$ cat src/rtl/rdq_pkg.sv
package rdq_pkg;

  localparam int unsigned FUNC_W  = 3;
  localparam int unsigned VALUE_W = 32;
  localparam int unsigned INDEX_W = 4;
  localparam int unsigned STAT_W  = 2;
  localparam int unsigned FILL_W  = 5;

  localparam logic [FUNC_W-1:0] FUNC_PUSH_BACK  = 3'd0;
  localparam logic [FUNC_W-1:0] FUNC_PUSH_FRONT = 3'd1;
  localparam logic [FUNC_W-1:0] FUNC_POP_BACK   = 3'd2;
  localparam logic [FUNC_W-1:0] FUNC_POP_FRONT  = 3'd3;
  localparam logic [FUNC_W-1:0] FUNC_READ       = 3'd4;

  localparam logic [STAT_W-1:0] ST_OK    = 2'd0;
  localparam logic [STAT_W-1:0] ST_FULL  = 2'd1;
  localparam logic [STAT_W-1:0] ST_EMPTY = 2'd2;
  localparam logic [STAT_W-1:0] ST_RANGE = 2'd3;

  typedef struct packed {
    logic [FUNC_W-1:0]         func;
    logic signed [VALUE_W-1:0] value;
    logic [INDEX_W-1:0]        index;
  } rdq_in_t;

  typedef struct packed {
    logic signed [VALUE_W-1:0] read_data;
    logic [STAT_W-1:0]         status;
    logic [FILL_W-1:0]         fill_count;
  } rdq_out_t;

  // per-item info carried alongside the memory read
  typedef struct packed {
    logic              hit_read;
    logic [STAT_W-1:0] status;
    logic [FILL_W-1:0] fill_count;
  } rdq_meta_t;

endpackage

$ cat src/rtl/rdq_mem.sv
module rdq_mem #(
  parameter int unsigned DEPTH  = 16,
  parameter int unsigned DATA_W = 32,
  parameter int unsigned PTR_W  = 4
) (
  input  logic              clk,
  input  logic              we,
  input  logic [PTR_W-1:0]  waddr,
  input  logic [DATA_W-1:0] wdata,
  input  logic              re,
  input  logic [PTR_W-1:0]  raddr,
  output logic [DATA_W-1:0] rdata
);

  logic [DATA_W-1:0] mem_q [DEPTH];
  logic [DATA_W-1:0] rdata_r;

  always_ff @(posedge clk) begin
    if (we) begin
      mem_q[waddr] <= wdata;
    end
  end

  always_ff @(posedge clk) begin
    if (re) begin
      rdata_r <= mem_q[raddr];
    end
  end

  assign rdata = rdata_r;

endmodule

$ cat src/rtl/rdq_ctrl.sv
module rdq_ctrl #(
  parameter int unsigned DEPTH  = 16,
  parameter int unsigned DATA_W = 32,
  parameter int unsigned PTR_W  = 4,
  parameter int unsigned CNT_W  = 5
) (
  input  logic               clk,
  input  logic               rst_n,
  input  logic               accept,
  input  rdq_pkg::rdq_in_t   item,
  output logic               mem_we,
  output logic [PTR_W-1:0]   mem_waddr,
  output logic [DATA_W-1:0]  mem_wdata,
  output logic               mem_re,
  output logic [PTR_W-1:0]   mem_raddr,
  output rdq_pkg::rdq_meta_t meta
);

  import rdq_pkg::*;

  localparam int unsigned CMP_W = (CNT_W > INDEX_W) ? CNT_W : INDEX_W;
  localparam logic [PTR_W:0]   DEPTH_P = (PTR_W+1)'(DEPTH);
  localparam logic [PTR_W-1:0] LAST    = PTR_W'(DEPTH - 1);
  localparam logic [CNT_W-1:0] FULL_C  = CNT_W'(DEPTH);

  logic [PTR_W-1:0] head_r, head_nxt;
  logic [CNT_W-1:0] count_r, count_nxt;
  logic [CMP_W-1:0] idx_ext;
  logic             full, empty, we_c, re_c, hit_read;
  logic [STAT_W-1:0] status;

  function automatic logic [PTR_W-1:0] wrap_add(input logic [PTR_W-1:0] a,
                                                input logic [PTR_W-1:0] b);
    logic [PTR_W:0] s;
    s = {1'b0, a} + {1'b0, b};
    if (s >= DEPTH_P) begin
      s = s - DEPTH_P;
    end
    return s[PTR_W-1:0];
  endfunction

  assign full    = (count_r == FULL_C);
  assign empty   = (count_r == '0);
  assign idx_ext = CMP_W'(item.index);

  always_comb begin
    head_nxt  = head_r;
    count_nxt = count_r;
    status    = ST_OK;
    hit_read  = 1'b0;
    we_c      = 1'b0;
    re_c      = 1'b0;
    mem_waddr = head_r;
    mem_raddr = wrap_add(head_r, idx_ext[PTR_W-1:0]);
    case (item.func)
      FUNC_PUSH_BACK: begin
        if (full) begin
          status = ST_FULL;
        end else begin
          we_c      = 1'b1;
          mem_waddr = wrap_add(head_r, count_r[PTR_W-1:0]);
          count_nxt = count_r + CNT_W'(1);
        end
      end
      FUNC_PUSH_FRONT: begin
        if (full) begin
          status = ST_FULL;
        end else begin
          head_nxt  = (head_r == '0) ? LAST : head_r - PTR_W'(1);
          we_c      = 1'b1;
          mem_waddr = head_nxt;
          count_nxt = count_r + CNT_W'(1);
        end
      end
      FUNC_POP_BACK: begin
        if (empty) begin
          status = ST_EMPTY;
        end else begin
          count_nxt = count_r - CNT_W'(1);
        end
      end
      FUNC_POP_FRONT: begin
        if (empty) begin
          status = ST_EMPTY;
        end else begin
          head_nxt  = (head_r == LAST) ? '0 : head_r + PTR_W'(1);
          count_nxt = count_r - CNT_W'(1);
        end
      end
      FUNC_READ: begin
        if (idx_ext >= CMP_W'(count_r)) begin
          status = ST_RANGE;
        end else begin
          re_c     = 1'b1;
          hit_read = 1'b1;
        end
      end
      default: ;
    endcase
  end

  assign mem_we          = accept && we_c;
  assign mem_re          = accept && re_c;
  assign mem_wdata       = DATA_W'($unsigned(item.value));
  assign meta.hit_read   = hit_read;
  assign meta.status     = status;
  assign meta.fill_count = FILL_W'(count_nxt);

  always_ff @(posedge clk) begin
    if (!rst_n) begin
      head_r  <= '0;
      count_r <= '0;
    end else if (accept) begin
      head_r  <= head_nxt;
      count_r <= count_nxt;
    end
  end

endmodule

$ cat src/rtl/ring_deque_with_indexed_read_top.sv
// channel | ports                          | payload
// input   | in_valid, in_stall, in_item    | rdq_in_t  (func, value, index)
// result  | out_valid, out_stall, out_item | rdq_out_t (read_data, status, fill_count)
//
// One item per cycle sustained unless out_stall holds the pipeline; each item's result passes
// through the registered read of the slot memory (read stage), then the result register.
// Reset clears head, count and valid flags; slot memory contents stay undefined until pushed.
// out_stall holds the result register, then the read stage, then raises in_stall.
module ring_deque_with_indexed_read_top #(
  parameter int unsigned DEPTH  = 16,
  parameter int unsigned DATA_W = 32
) (
  input  logic              clk,
  input  logic              rst_n,
  input  logic              in_valid,
  output logic              in_stall,
  input  rdq_pkg::rdq_in_t  in_item,
  output logic              out_valid,
  input  logic              out_stall,
  output rdq_pkg::rdq_out_t out_item
);

  import rdq_pkg::*;

  localparam int unsigned PTR_W = $clog2(DEPTH);
  localparam int unsigned CNT_W = $clog2(DEPTH + 1);

  logic              accept, p1_adv;
  logic              mem_we, mem_re;
  logic [PTR_W-1:0]  mem_waddr, mem_raddr;
  logic [DATA_W-1:0] mem_wdata, mem_rdata;
  rdq_meta_t         meta;

  logic      p1_valid_r, out_valid_r;
  rdq_meta_t p1_meta_r;
  rdq_out_t  out_r;

  assign p1_adv   = !out_valid_r || !out_stall;
  assign in_stall = p1_valid_r && !p1_adv;
  assign accept   = in_valid && !in_stall;

  rdq_ctrl #(
    .DEPTH (DEPTH),
    .DATA_W(DATA_W),
    .PTR_W (PTR_W),
    .CNT_W (CNT_W)
  ) u_ctrl (
    .clk      (clk),
    .rst_n    (rst_n),
    .accept   (accept),
    .item     (in_item),
    .mem_we   (mem_we),
    .mem_waddr(mem_waddr),
    .mem_wdata(mem_wdata),
    .mem_re   (mem_re),
    .mem_raddr(mem_raddr),
    .meta     (meta)
  );

  rdq_mem #(
    .DEPTH (DEPTH),
    .DATA_W(DATA_W),
    .PTR_W (PTR_W)
  ) u_mem (
    .clk  (clk),
    .we   (mem_we),
    .waddr(mem_waddr),
    .wdata(mem_wdata),
    .re   (mem_re),
    .raddr(mem_raddr),
    .rdata(mem_rdata)
  );

  always_ff @(posedge clk) begin
    if (!rst_n) begin
      p1_valid_r  <= 1'b0;
      out_valid_r <= 1'b0;
    end else begin
      if (accept) begin
        p1_valid_r <= 1'b1;
      end else if (p1_adv) begin
        p1_valid_r <= 1'b0;
      end
      if (p1_adv) begin
        out_valid_r <= p1_valid_r;
      end
    end
  end

  always_ff @(posedge clk) begin
    if (accept) begin
      p1_meta_r <= meta;
    end
    if (p1_valid_r && p1_adv) begin
      out_r.read_data  <= p1_meta_r.hit_read ? VALUE_W'(mem_rdata) : '0;
      out_r.status     <= p1_meta_r.status;
      out_r.fill_count <= p1_meta_r.fill_count;
    end
  end

  assign out_valid = out_valid_r;
  assign out_item  = out_r;

  a_read_ok: assert property (@(posedge clk) disable iff (!rst_n)
    p1_valid_r && p1_meta_r.hit_read |-> p1_meta_r.status == ST_OK)
    else $error("read hit with non-ok status");

  a_advance: assert property (@(posedge clk) disable iff (!rst_n)
    p1_valid_r && p1_adv |=> out_valid_r)
    else $error("read stage item lost");

  a_rdata_hold: assert property (@(posedge clk) disable iff (!rst_n)
    p1_valid_r && p1_meta_r.hit_read && !p1_adv |=> $stable(mem_rdata))
    else $error("memory read data changed under stall");

endmodule

$ cat config.mk
export PLATFORM = sky130hd
export DESIGN_NAME = ring_deque_with_indexed_read_top
export DESIGN_NICKNAME = d
export VERILOG_FILES = /design/src/rtl/rdq_pkg.sv /design/src/rtl/rdq_mem.sv /design/src/rtl/rdq_ctrl.sv /design/src/rtl/ring_deque_with_indexed_read_top.sv
export SDC_FILE = /design/constraint.sdc
export NUM_CORES = 1
export LEC_CHECK = 0
export BUFFER_PORTS_ARGS = -buffer_cell sky130_fd_sc_hd__buf_2
export CAP_MARGIN = 20
export CORE_ASPECT_RATIO = 0.9
export CORE_UTILIZATION = 54
export DETAILED_ROUTE_END_ITERATION = 8
export GPL_TIMING_DRIVEN = 0
export MAX_ROUTING_LAYER = met4
export PLACE_DENSITY = 0.71
export SYNTH_ARGS = -nofsm -noshare
export SYNTH_HDL_FRONTEND = slang
export SYNTH_SLANG_ARGS = --single-unit
$ cat constraint.sdc
create_clock -name clk -period 9.37 [get_ports clk]
set_input_delay 0.4685 -clock clk [delete_from_list [all_inputs] [get_ports clk]]
set_output_delay 0.4685 -clock clk [all_outputs]
set_load 0.005 [all_outputs]
==> impl_metrics.ini <==
[global_route]
grt_pass1_vias = 12100
grt_use_total_pct = 24.4
grt_overflow = 0
antenna_found_initial = 0
grt_pass1_wl_um = 76100
grt_max_degree = 27

[sta]
min_period_ns = 3.76
clock_skew_ns = 0.0209
setup_viol = 0
slew_violations = 0
fin_hold_ws_ns = 0.121
max_slew_margin_pct = 27.1
fin_crit_sh_pct = 40.2
rsz0062_at_grt = no
worst_pin_slew_ns = 1.09
finalHoldViolations = 0
fin_setup_tns_ns = 0
fmax_mhz = 266

[logic_synthesis]
synth_edf_count = 591
yosys_warnings = 0
synth_cells = 1175
synth-main-ff-cell = edfxtp_1
netlist_area_sq_mm = 0.0235
avgSynthCellArea_sq_um = 20.0
ys_ff_latch = 602
synth_async_sr_flop_share_pct = 0
yosysSeqAreaShare_pct = 76.5
syn-num-nets = 1234
yosysUniqueCellTypes = 64

[cells_and_area]
final_nets = 1398
diodes = 0
layout_common_cells = edfxtp_1 (591), mux4_2 (128), buf_2 (100)
fillers = 2913
syn2layout_area_growth_pct = 15.0
drive_gt1_share_pct = 26.1
final_common_cell = edfxtp_1

[clocking]
cts_hold_buf = 0
ctsResizeCount = 0
clock_latency_ns = 0.61
cts.path.max_buffers = 3
cts.sinks = 602
clk_pin_slew_worst_paths_ns = 0.06
cts_max_level = 2
cts-buffers-inserted = 57
cts_tree = done
clockRootBuffer = clkbuf_16
post-cts-setup-buffers = 0

[power]
ir_drop_v = 0.000147
leakagePower_nw = 8.79
p_per_area_mw_per_mm2 = 214

[floorplan]
die_h_um = 200
io_pins = 84
start_util_pct = 54.7
fp.dieW_um = 222
core_area_sq_mm = 0.0430
die_area_sq_mm = 0.0444
num_rows = 72

[worst_setup_path]
crit_type = reg2reg
endpoint = u_mem.mem_q[15][6]$_DFFE_PP_
required_ns = 9.69
critPathArrivalTime_ns = 4.09
worstSetupStartpointType = register
critPathCaptureType = register
rr_endpoint = u_mem.mem_q[15][6]$_DFFE_PP_
r2r_setup_slack_ns = 5.61
worstReg2RegStart = u_ctrl.head_r[0]$_SDFFE_PN0P_
r2r_cells = 10
cp_max_fo = 13
cp-startpoint = u_ctrl.head_r[0]$_SDFFE_PN0P_

[placement]
hpwl_um = 32100
gp_congestion = 0.822
io_buffers = 83

[drt]
via_count = 12000
routed_via_density = 6.17
drcViolationCount = 0
drt_first_pass_iters = 7
drt_iter0_markers = 1354
wl_um = 50900
post_drt_wl_per_cell_um = 26.2
ant_nets = 0

[min_path]
worstHoldPathType = in2reg
hold-path-cell-count = 2

[run_status]
outcome = finished, final reports clean

[run]
maxCapViolations = 0
## cells by family (layout without fill, tap and decap cells)
group | after synthesis | count (layout) | synth area share (%)
AO/OA/AOI/OAI | 133 | 133 | 3.92
XOR/XNOR | 9 | 9 | 0.335
adder cells (fa/ha/maj) | 16 | 16 | 0.916
buffers and inverters | 74 | 285 | 1.38
flip-flops | 602 | 602 | 76.5
multiplexers | 131 | 131 | 12.4
AND/OR/NAND/NOR | 210 | 210 | 4.58
## area by class of cell
| class | count | area [sq um] | share of cell area, % |
|---|---|---|---|
| Sequential cell | 602 | 18000 | 66.5 |
| Multi-Input combinational cell | 499 | 5360 | 19.8 |
| Clock buffer | 72 | 1500 | 5.57 |
| Timing Repair Buffer | 105 | 877 | 3.25 |
| Tap cell | 555 | 694 | 2.57 |
| Clock inverter | 34 | 298 | 1.10 |
| Buffer | 59 | 269 | 0.996 |
| Inverter | 15 | 56.3 | 0.208 |
## metal layers
| metal | track usage [%] | vias up | share of wire (%) |
|---|---|---|---|
| li1 | - | 5142 | - |
| met1 | 33.3 | 6309 | 43 |
| met2 | 38.7 | 453 | 49 |
| met3 | 4.26 | 73 | 6.6 |
| met4 | 6.30 | 0 | 1.8 |
| met5 | - | - | 0 |
## Yosys cell counts, drive strengths merged, types with 3 or more instances
cell type	instances	area [sq um]
o21ai	11	55.1
inv	14	52.6
xnor2	6	52.6
a21oi	19	95.1
clkbuf	31	116
o22ai	4	25.0
nor3	4	20.0
nor2	30	113
nand2	79	299
xor2	3	26.3
o31ai	4	30.0
a211oi	36	270
mux4	128	2880
a21o	4	30.0
and2	64	400
ha	14	175
edfxtp	591	17700
a31oi	36	231
buf	28	153
mux2i	3	30.0
dfxtp	11	220
nand3	10	50.1
and3	3	18.8
## flip-flops by register name (all words and copies together), names as in the netlist
| signal | count |
|---|---|
| out_item | 39 |
| u_ctrl.head_r | 4 |
| u_mem.rdata | 32 |
| p1_valid_r | 1 |
| u_ctrl.count_r | 5 |
| u_mem.mem_q | 512 |
| out_valid | 1 |
| p1_meta_r | 8 |
## worst max-delay path: stages, from the launching register on
cell and delay (ns):
dfxtp_1 0.36, buf_2 0.20, inv_1 0.15, ha_1 0.32, or3b_1 0.40, a31o_1 0.29
o31ai_1 0.37, nand2_2 0.16, nor3b_4 0.75, buf_8 0.28, buf_8 0.18
## where the power goes
group          leakage (nW)  switching (W)  internal (W)
Combinational          2.47       0.000329      0.000216
Clock                 0.881       0.000974       0.00125
Sequential             5.44      0.0000109       0.00300
Total                  8.79        0.00131       0.00447
## metrics by stage
step	power [W]	setup WS, ns	area (sq um)	util (%)	cells
floorplan	0.00341	5.03	23500	-	1175
global placement	0.00359	2.52	24600	57.3	1813
detailed placement	0.00361	5.53	25200	58.7	1835
CTS	0.00581	5.58	27000	62.9	1941
global route	0.00596	5.40	27000	62.9	1941
finish	0.00578	5.61	27000	62.9	1941
## worst min-delay path by stage
| stage | to | startpoint |
|---|---|---|
| after global placement | out_item[3]$_DFFE_PP_ | p1_meta_r[3]$_DFFE_PP_ |
| after CTS | p1_valid_r$_SDFFE_PN0P_ | in_valid |
| final | p1_valid_r$_SDFFE_PN0P_ | in_valid |
| after global routing | p1_valid_r$_SDFFE_PN0P_ | in_valid |
| after detailed placement | out_item[4]$_DFFE_PP_ | p1_meta_r[4]$_DFFE_PP_ |
| after floorplan | out_item[0]$_DFFE_PP_ | p1_meta_r[0]$_DFFE_PP_ |
Note: power is estimated with default switching activity, not from simulation.
